===== src/rtl/ps2mct_pkg.sv =====
// Package: payload types, constants and helpers for the PS/2 mouse cursor tracker.
package ps2mct_pkg;

    localparam int COORD_BITS    = 11;
    localparam int CURSOR_MARGIN = 16;
    localparam int CFG_BITS      = 11;
    localparam int SUM_BITS      = COORD_BITS + 2;

    localparam logic [COORD_BITS-1:0] SCREEN_WIDTH_RESET  = COORD_BITS'(1024);
    localparam logic [COORD_BITS-1:0] SCREEN_HEIGHT_RESET = COORD_BITS'(768);
    localparam logic [COORD_BITS-1:0] POS_X_RESET         = COORD_BITS'(512);
    localparam logic [COORD_BITS-1:0] POS_Y_RESET         = COORD_BITS'(384);

    localparam logic CFG_SCREEN_WIDTH  = 1'b0;
    localparam logic CFG_SCREEN_HEIGHT = 1'b1;

    localparam logic REQ_DATA   = 1'b0;
    localparam logic REQ_REINIT = 1'b1;

    localparam int HDR_BUTTONS_LSB = 0;
    localparam int HDR_X_SIGN      = 4;
    localparam int HDR_Y_SIGN      = 5;

    typedef struct packed {
        logic       req_type;
        logic       from_mouse;
        logic [7:0] data_byte;
    } in_t;

    typedef struct packed {
        logic [COORD_BITS-1:0] cursor_col;
        logic [COORD_BITS-1:0] cursor_y;
        logic [1:0]            button_bits;
        logic                  packet_done;
        logic                  key_valid;
        logic [7:0]            key_byte;
    } out_t;

    function automatic logic [COORD_BITS-1:0] clamp_limit(input logic [COORD_BITS-1:0] size);
        logic [COORD_BITS-1:0] margin;
        margin = COORD_BITS'(CURSOR_MARGIN);
        return (size < margin) ? '0 : (size - margin);
    endfunction

    function automatic logic [COORD_BITS-1:0] clamp_coord(
        input logic signed [SUM_BITS-1:0] v,
        input logic [COORD_BITS-1:0]      size
    );
        logic [COORD_BITS-1:0] limit;
        limit = clamp_limit(size);
        if (v[SUM_BITS-1])
            return '0;
        else if (v > $signed({2'b00, limit}))
            return limit;
        else
            return v[COORD_BITS-1:0];
    endfunction

endpackage


===== src/rtl/ps2_mouse_cursor_tracker.sv =====
// PS/2 mouse cursor tracker: packet assembly, button and cursor update, reinit, key pass-through.
// An accepted transaction goes to the input register, then its result to the output register.
// Throughput: one transaction per cycle; the input register and the result register
// each advance whenever the stage after them is empty or being drained.
// Reset: asynchronous, active low; clears both stages, the packet byte count and buttons,
// sets the screen to 1024 x 768 and the cursor to 512, 384.
module ps2_mouse_cursor_tracker (
    input  logic                                  clk,
    input  logic                                  rst_n,
    input  logic                                  in_valid,
    output logic                                  in_stall,
    input  ps2mct_pkg::in_t                       in_data,
    output logic                                  out_valid,
    input  logic                                  out_stall,
    output ps2mct_pkg::out_t                      out_data,
    input  logic                                  cfg_we,
    input  logic                                  cfg_index,
    input  logic [ps2mct_pkg::CFG_BITS-1:0]       cfg_wdata
);

    localparam logic [1:0] BC_HEADER = 2'd0;
    localparam logic [1:0] BC_XDELTA = 2'd1;
    localparam logic [1:0] BC_YDELTA = 2'd2;

    localparam int CB = ps2mct_pkg::COORD_BITS;
    localparam int SB = ps2mct_pkg::SUM_BITS;

    logic                  s1_valid_reg;
    ps2mct_pkg::in_t       s1_data_reg;
    logic                  out_valid_reg;
    ps2mct_pkg::out_t      out_data_reg, out_data_next;

    logic [CB-1:0]         screen_width_reg, screen_height_reg;
    logic [1:0]            byte_count_reg, byte_count_next;
    logic [7:0]            header_byte_reg, header_byte_next;
    logic [7:0]            x_delta_byte_reg, x_delta_byte_next;
    logic [CB-1:0]         pos_x_reg, pos_x_next;
    logic [CB-1:0]         pos_y_reg, pos_y_next;
    logic [1:0]            buttons_held_reg, buttons_held_next;

    logic                  adv_out;
    logic                  take_in;
    logic signed [SB-1:0]  dx, dy, sum_x, sum_y;

    assign adv_out   = s1_valid_reg && (!out_valid_reg || !out_stall);
    assign in_stall  = s1_valid_reg && !adv_out;
    assign take_in   = in_valid && !in_stall;
    assign out_valid = out_valid_reg;
    assign out_data  = out_data_reg;

    assign dx    = $signed({{(SB-8){header_byte_reg[ps2mct_pkg::HDR_X_SIGN]}}, x_delta_byte_reg});
    assign dy    = -$signed({{(SB-8){header_byte_reg[ps2mct_pkg::HDR_Y_SIGN]}},
                             s1_data_reg.data_byte});
    assign sum_x = $signed({2'b00, pos_x_reg}) + dx;
    assign sum_y = $signed({2'b00, pos_y_reg}) + dy;

    always_comb
    begin
        byte_count_next   = byte_count_reg;
        header_byte_next  = header_byte_reg;
        x_delta_byte_next = x_delta_byte_reg;
        pos_x_next        = pos_x_reg;
        pos_y_next        = pos_y_reg;
        buttons_held_next = buttons_held_reg;
        out_data_next     = '0;

        priority if (s1_data_reg.req_type == ps2mct_pkg::REQ_REINIT)
        begin
            byte_count_next = BC_HEADER;
            pos_x_next      = screen_width_reg >> 1;
            pos_y_next      = screen_height_reg >> 1;
        end
        else if (!s1_data_reg.from_mouse)
        begin
            out_data_next.key_valid = 1'b1;
            out_data_next.key_byte  = s1_data_reg.data_byte;
        end
        else
        begin
            unique case (byte_count_reg)
                BC_HEADER:
                begin
                    header_byte_next = s1_data_reg.data_byte;
                    byte_count_next  = BC_XDELTA;
                end
                BC_XDELTA:
                begin
                    x_delta_byte_next = s1_data_reg.data_byte;
                    byte_count_next   = BC_YDELTA;
                end
                default:
                begin
                    buttons_held_next = header_byte_reg[ps2mct_pkg::HDR_BUTTONS_LSB +: 2];
                    pos_x_next        = ps2mct_pkg::clamp_coord(sum_x, screen_width_reg);
                    pos_y_next        = ps2mct_pkg::clamp_coord(sum_y, screen_height_reg);
                    byte_count_next   = BC_HEADER;
                    out_data_next.packet_done = 1'b1;
                end
            endcase
        end

        out_data_next.cursor_col  = pos_x_next;
        out_data_next.cursor_y    = pos_y_next;
        out_data_next.button_bits = buttons_held_next;
    end

    // hold the configuration
    always_ff @(posedge clk or negedge rst_n)
    begin
        if (!rst_n)
        begin
            screen_width_reg  <= ps2mct_pkg::SCREEN_WIDTH_RESET;
            screen_height_reg <= ps2mct_pkg::SCREEN_HEIGHT_RESET;
        end
        else if (cfg_we)
        begin
            if (cfg_index == ps2mct_pkg::CFG_SCREEN_WIDTH)
                screen_width_reg <= cfg_wdata;
            else
                screen_height_reg <= cfg_wdata;
        end
    end

    // advance the pipeline and the decoder state
    always_ff @(posedge clk or negedge rst_n)
    begin
        if (!rst_n)
        begin
            s1_valid_reg     <= 1'b0;
            out_valid_reg    <= 1'b0;
            byte_count_reg   <= BC_HEADER;
            header_byte_reg  <= '0;
            x_delta_byte_reg <= '0;
            pos_x_reg        <= ps2mct_pkg::POS_X_RESET;
            pos_y_reg        <= ps2mct_pkg::POS_Y_RESET;
            buttons_held_reg <= '0;
        end
        else
        begin
            if (take_in)
                s1_valid_reg <= 1'b1;
            else if (adv_out)
                s1_valid_reg <= 1'b0;

            if (adv_out)
                out_valid_reg <= 1'b1;
            else if (!out_stall)
                out_valid_reg <= 1'b0;

            if (adv_out)
            begin
                byte_count_reg   <= byte_count_next;
                header_byte_reg  <= header_byte_next;
                x_delta_byte_reg <= x_delta_byte_next;
                pos_x_reg        <= pos_x_next;
                pos_y_reg        <= pos_y_next;
                buttons_held_reg <= buttons_held_next;
            end
        end
    end

    always_ff @(posedge clk)
    begin
        if (take_in)
            s1_data_reg <= in_data;
        if (adv_out)
            out_data_reg <= out_data_next;
    end

`ifndef SYNTH
    a_byte_count_range: assert property (@(posedge clk) disable iff (!rst_n)
        byte_count_reg != 2'd3)
        else $error("packet byte count out of range");

    a_done_or_key: assert property (@(posedge clk) disable iff (!rst_n)
        out_valid_reg |-> !(out_data_reg.packet_done && out_data_reg.key_valid))
        else $error("result marks both packet and key");

    a_key_byte_zero: assert property (@(posedge clk) disable iff (!rst_n)
        (out_valid_reg && !out_data_reg.key_valid) |-> (out_data_reg.key_byte == 8'd0))
        else $error("key byte set without key valid");

    a_stall_cause: assert property (@(posedge clk) disable iff (!rst_n)
        in_stall |-> (s1_valid_reg && out_valid_reg && out_stall))
        else $error("input stalled without a blocked result");

    a_state_hold: assert property (@(posedge clk) disable iff (!rst_n)
        !adv_out |=> $stable(pos_x_reg) && $stable(pos_y_reg) && $stable(byte_count_reg))
        else $error("decoder state moved without a transaction");
`endif

endmodule

===== config.mk =====
export PLATFORM = sky130hd
export DESIGN_NAME = ps2_mouse_cursor_tracker
export DESIGN_NICKNAME = d
export VERILOG_FILES = /design/src/rtl/ps2mct_pkg.sv /design/src/rtl/ps2_mouse_cursor_tracker.sv
export SDC_FILE = /design/constraint.sdc
export NUM_CORES = 1
export LEC_CHECK = 0
export ABC_AREA = 1
export ABC_CLOCK_PERIOD_IN_PS = 4300
export BUFFER_PORTS_ARGS = -buffer_cell sky130_fd_sc_hd__buf_4
export CORE_ASPECT_RATIO = 1.25
export CORE_MARGIN = 4
export CORE_UTILIZATION = 53
export CTS_BUF_LIST = sky130_fd_sc_hd__clkbuf_4
export DETAILED_ROUTE_END_ITERATION = 10
export PLACE_DENSITY = 0.72
export SETUP_SLACK_MARGIN = 0.4
export SKIP_LAST_GASP = 1
export SYNTH_ARGS = -nofsm -noshare
export SYNTH_HDL_FRONTEND = slang
export SYNTH_SLANG_ARGS = --single-unit

===== constraint.sdc =====
create_clock -name clk -period 4.3 [get_ports clk]
set_input_delay 0.86 -clock clk [delete_from_list [all_inputs] [get_ports clk]]
set_output_delay 0.86 -clock clk [all_outputs]
set_load 0.05 [all_outputs]

==> results of run 1 <==
==> worst max-delay path by stage <==
stage               cells after the start            to      startpoint  slack (ns)
detailed placement                     20  out_data[16]  s1_data_reg[0]        0.45
floorplan                              20  out_data[29]    pos_x_reg[0]        1.04
CTS                                    20  out_data[15]  s1_data_reg[0]        0.43
global placement                       20  out_data[18]  s1_data_reg[0]        0.49
global route                           20  out_data[20]  s1_data_reg[0]        0.39
finish                                 20  out_data[20]  s1_data_reg[0]        0.66
==> layout make-up <==
type                       count  share of cell area [%]
multi-input combinational    604                   45.15
sequential                   106                   37.82
timing repair buffer          71                   7.000
inverter                     117                   5.767
tap                          164                   2.695
clock buffer                   9                  0.8873
clock inverter                 7                  0.6737
==> cells in the mapped netlist <==
master	count	area share, %
a211oi_1	1	0.11
a21boi_0	1	0.11
a21boi_1	20	2.2
a21o_1	1	0.11
a21oi_1	47	3.5
buf_2	6	0.44
buf_4	4	0.44
buf_6	2	0.33
clkbuf_1	13	0.72
clkinv_1	2	0.11
dfrtp_1	56	21
dfstp_2	6	2.3
edfxtp_1	44	20
fa_1	2	0.59
ha_1	48	8.9
inv_1	114	6.3
inv_2	1	0.056
nand2_1	246	14
nand2_2	5	0.46
nand3_1	73	5.4
nand3_2	5	0.74
nand3b_1	3	0.33
nand4_1	20	1.9
nor2_1	32	1.8
nor2_2	2	0.19
nor3_1	5	0.37
nor4_1	2	0.19
o21a_2	1	0.13
o21ai_0	46	3.4
o21bai_1	8	0.89
or2_2	12	1.1
xnor2_1	6	0.78
xor2_1	16	2.1
==> metal layers <==
layer,vias up,global-route usage (%),routed length (µm)
li1,2906,-,-
met1,2792,28.39,7009
met2,136,42.25,8809
met3,46,3.611,608
met4,0,12.98,903
met5,-,0,0
==> cell families (layout without fill, tap and decap cells) <==
group	count (synthesis)	in the layout	synth area share [%]
buf+inv	142	204	8.448
simple gates	405	406	26.10
flops	106	106	42.65
fa+ha+maj	50	50	9.485
xor+xnor	22	22	2.853
compound gates	125	126	10.47
==> power groups by stage <==
stage | Sequential [mW] | Clock, mW | Combinational [mW]
CTS | 1.47 | 0.497 | 2.79
global route | 1.49 | 0.533 | 3.38
global placement | 1.49 | 0 | 2.71
floorplan | 1.58 | 0 | 2.07
detailed placement | 1.49 | 0 | 2.78
finish | 1.47 | 0.480 | 2.99
==> critical path, stage by stage, from the launching register on <==
cell and delay (ns):
edfxtp_1 0.45, ha_2 0.22, fa_2 0.34, nand3b_1 0.18, nand2_2 0.11, inv_1 0.08, o21bai_4 0.15, nand2_1 0.08
nand3_1 0.12, xor2_2 0.18, inv_1 0.06, ha_1 0.29, nand2_1 0.05, inv_1 0.07, nand3_2 0.08, nor4_4 0.26
nand2_2 0.19, buf_4 0.19, nand4_1 0.08, nand3_1 0.12, a21boi_1 0.19
==> what timing repair did <==
item	in CTS	in global routing
endpoints found under the setup margin	0	44
setup buffers	0	5
gates resized for setup	0	20
==> results.md, run 1 <==
* Status: finished clean
* Overflow after GRT at 0
* Die Footprint at 14620 µm²
* Post-route insts no fill at 1078
* Die W at 109.0 µm
* Netlist cell types at 33
* Worst-Skew Late Latency at 0.48 ns
* GR Util All Layers at 24.28%
* Post-synthesis sequential area ratio at 42.65%
* WL per Instance at 16.08 µm
* Reg area at 2880 µm²
* Final setup TNS at 0 ns
* Fraction of layout cells with a size suffix above 1 at 14.55%
* WS Path Type: reg2reg
* Most common cell after layout, fill and taps aside: nand2_1
* First-pass GRT wire length at 27.70 mm
* Area of the multi-input gates at 3438 µm²
* Clock Tree Buf Depth at 2
* Switching power share of the total at 50.15%
* Worst-path clk slew at 0.16 ns
* Final net count at 986
* Initial Util at 54.77%
* Internal Power at 2.463 mW
* Root buf cell: clkbuf_4
* N_diodes at 0
* TritonCTS clock tree: yes
* Placed Instances at 1055
* Worst r2r path cells at 20
* Fill cells at 1078
* Total power at 4.942 mW
* Via Count at 5880
* Number of routed nets with antenna violations at 0
* Placed wire-length estimate at 12.78 mm
* Post-DR vias/cell at 5.455
* Combinational power share at 60.5%
* TritonRoute pass-1 iters at 5
* Class of the worst hold path: in2async
* Endpoints failing hold at 0
* Slew Limit Headroom at 35.45%
* Min Tclk post-route at 3.642 ns
* Max reg flops at 34
* Num rows at 45
* Final period utilization at 84.70%
* Syn. warnings at 0
* Reg2reg setup slack at 0.66 ns
* Largest net degree at the start of global routing at 63
* Layout Skew at 0.01886 ns
* GP Congestion at 0.9359
* Drc violations at 0
* Most frequent cells in the layout: nand2_1, inv_1, nand3_1
* CP Data Arrival Time at 3.98 ns
* Yosys reg bits at 106
* Critical R2R Launch: s1_data_reg[0]
* Inserted Clock Buffers at 9
* PortBufs at 62
* Maximum clock rate at 0.2746 GHz
* Placed Area at 7331 µm²
* VDD IR max at 0.3746 mV
* Required @ worst endpoint at 4.63 ns
* Pre-CTS setup slack at 0.4450 ns
* Final core occ at 61.76%
* Core area at 12330 µm²
* Setup WS post-layout at 0.6579 ns
* Critical path startpoint category: flip-flop
* Net load switching power at 2.478 mW
* Final Slew Violations at 0
* Slew of the pin with the lowest slew margin at 0.9672 ns
* Hold Worst Slack at 0.4482 ns
* RSZ-0062 raised after global routing: false
* H-tree levels at 3
* Sequential share of power at 29.8%
* Mapped Area at 6754 µm²
* Post-Syn Nets at 927
* Die Ht at 134.2 µm
* Vias in the first global route at 5842
* Crit end category: flip-flop
* Reg2reg end: out_data[20]
* Sink Count at 106
* Hold Buf Count CTS at 0
* Max-cap violations at 0
* Initial antenna violation count at 0
* I/O pins at 63
* Power per cell area at 649.0 nW/µm²
* Syn Area/Cell at 7.946 µm²
* Area delta synth->final at 12.75%
* # setup viols final at 0
* Design area at 7615 µm²
* Total wire length at 17.33 mm
* Crit path max fanout at 6
* Number of DRC markers in iteration 0 at 291
* Clk network pwr share at 9.7%
* Leak pwr at 3.836 nW
* Gate Count Post-Synth at 850
No activity file was read; power rests on OpenSTA's default activity.
==> inputs of run 2 (changes only) <==
--- a/config.mk
+++ b/config.mk
@@ -5,15 +5,15 @@
 export SDC_FILE = /design/constraint.sdc
 export NUM_CORES = 1
 export LEC_CHECK = 0
-export ABC_AREA = 1
-export ABC_CLOCK_PERIOD_IN_PS = 4300
+export ABC_AREA = 0
+export ABC_CLOCK_PERIOD_IN_PS = 3700
 export BUFFER_PORTS_ARGS = -buffer_cell sky130_fd_sc_hd__buf_4
 export CORE_ASPECT_RATIO = 1.25
 export CORE_MARGIN = 4
 export CORE_UTILIZATION = 53
 export CTS_BUF_LIST = sky130_fd_sc_hd__clkbuf_4
 export DETAILED_ROUTE_END_ITERATION = 10
-export PLACE_DENSITY = 0.72
+export PLACE_DENSITY = 0.73
 export SETUP_SLACK_MARGIN = 0.4
 export SKIP_LAST_GASP = 1
 export SYNTH_ARGS = -nofsm -noshare
==> constraint.sdc (replaced) <==
create_clock -name clk -period 3.7 [get_ports clk]
set_input_delay 0.74 -clock clk [delete_from_list [all_inputs] [get_ports clk]]
set_output_delay 0.74 -clock clk [all_outputs]
set_load 0.05 [all_outputs]
==> run 2 against run 1 <==
Clock power increased by 56%. Global-route usage increased by 3.2 points. Register-to-register slack got worse by 0.90 ns. The run now ends with setup timing left. Final cell count decreased by 5.8%. Synthesized cell count decreased by 16%. Worst hold slack got worse by 0.10 ns. Critical path type unchanged. Critical endpoint is now out_data[16].
==> results.md, run 2 <==
* Met3 Wirelength at 914 µm
* Power per cell area at 827.8 nW/µm²
* Via Count at 6132
* Number of DRC markers in iteration 0 at 416
* Area delta synth->final at 31.51%
* Post-DR vias/cell at 6.041
* Slew Limit Headroom at 28.14%
* Final Slew Violations at 0
* Fill cells at 924
* Worst-path clk slew at 0.16 ns
* Post-route insts no fill at 1015
* Post-Syn Nets at 787
* Synth Area in Adders at 9.671%
* Initial antenna violation count at 1
* Crit end category: flip-flop
* Placed wire-length estimate at 13.95 mm
* Largest net degree at the start of global routing at 82
* Wire length on met1 at 7.629 mm
* Sink Count at 106
* Total wire length at 20.12 mm
* Gate Count Post-Synth at 710
* Final core occ at 71.30%
* Mapped Area at 6624 µm²
* Initial Util at 54.21%
* Slew of the pin with the lowest slew margin at 1.076 ns
* Leak pwr at 3.687 nW
* Synth Area in Compound Gates at 19.44%
* Fraction of layout cells with a size suffix above 1 at 35.53%
* VDD IR max at 0.5227 mV
* Post-synth top cells: nand2_1, a21oi_1, nor2_1
* Setup WS post-layout at -0.2462 ns
* Reg2reg setup slack at -0.25 ns
* Inserted Clock Buffers at 9
* Vias in the first global route at 6072
* Placed Instances at 973
* Status: finished with violations
* Asr flop ratio synth at 58.49%
* Post-synthesis sequential area ratio at 43.48%
* Clock Tree Buf Depth at 2
* # setup viols final at 37
* EDFF count, synth at 44
* Cell taking the most area after synthesis: dfrtp_1
* Final period utilization at 106.7%
* Critical path startpoint category: flip-flop
* Crit path max fanout at 6
* TritonRoute pass-1 iters at 6
* Required @ worst endpoint at 4.01 ns
* WS Path Type: reg2reg
* Die Footprint at 14360 µm²
* Max-cap violations at 0
* Die Ht at 133.0 µm
* Most common cell after layout, fill and taps aside: buf_4
* TritonCTS clock tree: yes
* Maximum clock rate at 0.2534 GHz
* Root buf cell: clkbuf_4
* Layout Skew at 0.01974 ns
* Placed Area at 7777 µm²
* Class of the worst hold path: in2async
* Syn. warnings at 0
* Synth Area in XOR/XNOR at 2.777%
* Met2 wire length at 10.54 mm
* Synth area leaders: dfrtp_1, edfxtp_1, ha_1, a21oi_1, nand2_1
* Reg area at 2883 µm²
* CP Data Arrival Time at 4.25 ns
* I/O pins at 63
* GP Congestion at 0.9445
* WL per Instance at 19.83 µm
* Number of routed nets with antenna violations at 0
* Yosys reg bits at 106
* Max reg flops at 34
* Core area at 12220 µm²
* Final net count at 922
* Die W at 108.0 µm
* Multiplexer area fraction after synthesis at 5.138%
* Synth Area in Simple Gates at 15.47%
* Area of the multi-input gates at 4083 µm²
* GR Util All Layers at 27.46%
* Min Tclk post-route at 3.946 ns
* Overflow after GRT at 0
* Design area at 8711 µm²
* Area fraction of the dominant cell type after synthesis at 21.16%
* Cell with the most instances after synthesis: nand2_1
* Num rows at 45
* Prevailing post-synth register cell: dfrtp_1
* RSZ-0062 raised after global routing: true
* Endpoints failing hold at 0
* Failing checks: setup timing
* Largest family of logic cells by synthesized area: compound AO/OA/AOI/OAI gates
* First-pass GRT wire length at 30.63 mm
* PortBufs at 62
* Pre-CTS setup slack at -0.3352 ns
* Netlist cell types at 60
* H-tree levels at 3
* Worst r2r path cells at 15
* Syn Area/Cell at 9.329 µm²
* Worst-Skew Late Latency at 0.48 ns
* Most frequent cells in the layout: buf_4, nand2_1, nor2_1
* Top Metal Used: met4
* Drc violations at 0
==> run 2: power breakdown <==
part	internal, mW	switching, mW	leakage, nW	total [mW]
registers	1.48	0.214	1.14	1.69
clock network	0.358	0.391	0.101	0.749
logic	2.25	2.52	2.45	4.77
total	4.08	3.13	3.69	7.21
==> run 2: cell families after synthesis <==
| logic type | after synthesis |
|---|---|
| and+or+nand+nor | 220 |
| AOI/OAI and AO/OA | 212 |
| DFF | 106 |
| buffers and inverters | 70 |
| adders and majority gates | 50 |
| muxes | 31 |
| xor gates and xnor gates | 21 |
==> run 2: final cells by class <==
class                   count  area share [%]
well taps                 164           2.356
clock inverters             5           1.192
inverters                  38           1.637
multi-input cells         536           46.87
repair buffers            154           13.88
flip-flops and latches    106           33.09
clock buffers              11          0.9480
diodes                      1         0.02873
==> run 2: stage by stage <==
stage / hold slack, ns / power, mW / setup TNS [ns]
global placement: 0.4687 / 5.131 / -4.514
finish: 0.3433 / 7.211 / -4.030
detailed placement: 0.4815 / 5.251 / -6.339
global route: 0.3726 / 7.656 / -13.81
floorplan: 0.4444 / 4.115 / -0.1413
CTS: 0.3653 / 6.619 / -3.144
==> run 2: final timing paths <==
path                                      from                   to
hold / removal                           rst_n         pos_x_reg[8]
setup / recovery                s1_data_reg[1]         out_data[16]
max in group asynchronous                rst_n         pos_x_reg[2]
hold reg to reg            x_delta_byte_reg[6]  x_delta_byte_reg[6]
setup reg to reg                s1_data_reg[1]         out_data[16]
min in group clk                    in_data[2]       s1_data_reg[2]
==> run 2: metal layers <==
metal / vias to the layer above / GRT usage, %
li1: 2852 / -
met1: 3020 / 31.83
met2: 198 / 48.48
met3: 62 / 4.051
met4: 0 / 14.11
met5: - / 0
==> run 2: critical path: stages, from the launching register on <==
cell       delay (ns)
edfxtp_1         0.43
inv_2            0.10
ha_4             0.19
nor2b_4          0.12
o31a_1           0.25
o41a_1           0.39
nor2_2           0.15
xnor2_2          0.10
ha_1             0.34
nand4_1          0.18
o32ai_2          0.33
a21oi_2          0.09
o31a_1           0.35
nor2_4           0.26
mux2i_2          0.28
a2bb2oi_1        0.22
==> run 2: repair_timing <==
item,CTS,global route
hold buffers,0,0
setup endpoints to repair,44,44
cloned,2,2
resized for setup,60,48
setup buffers,14,7
pin swaps,54,28
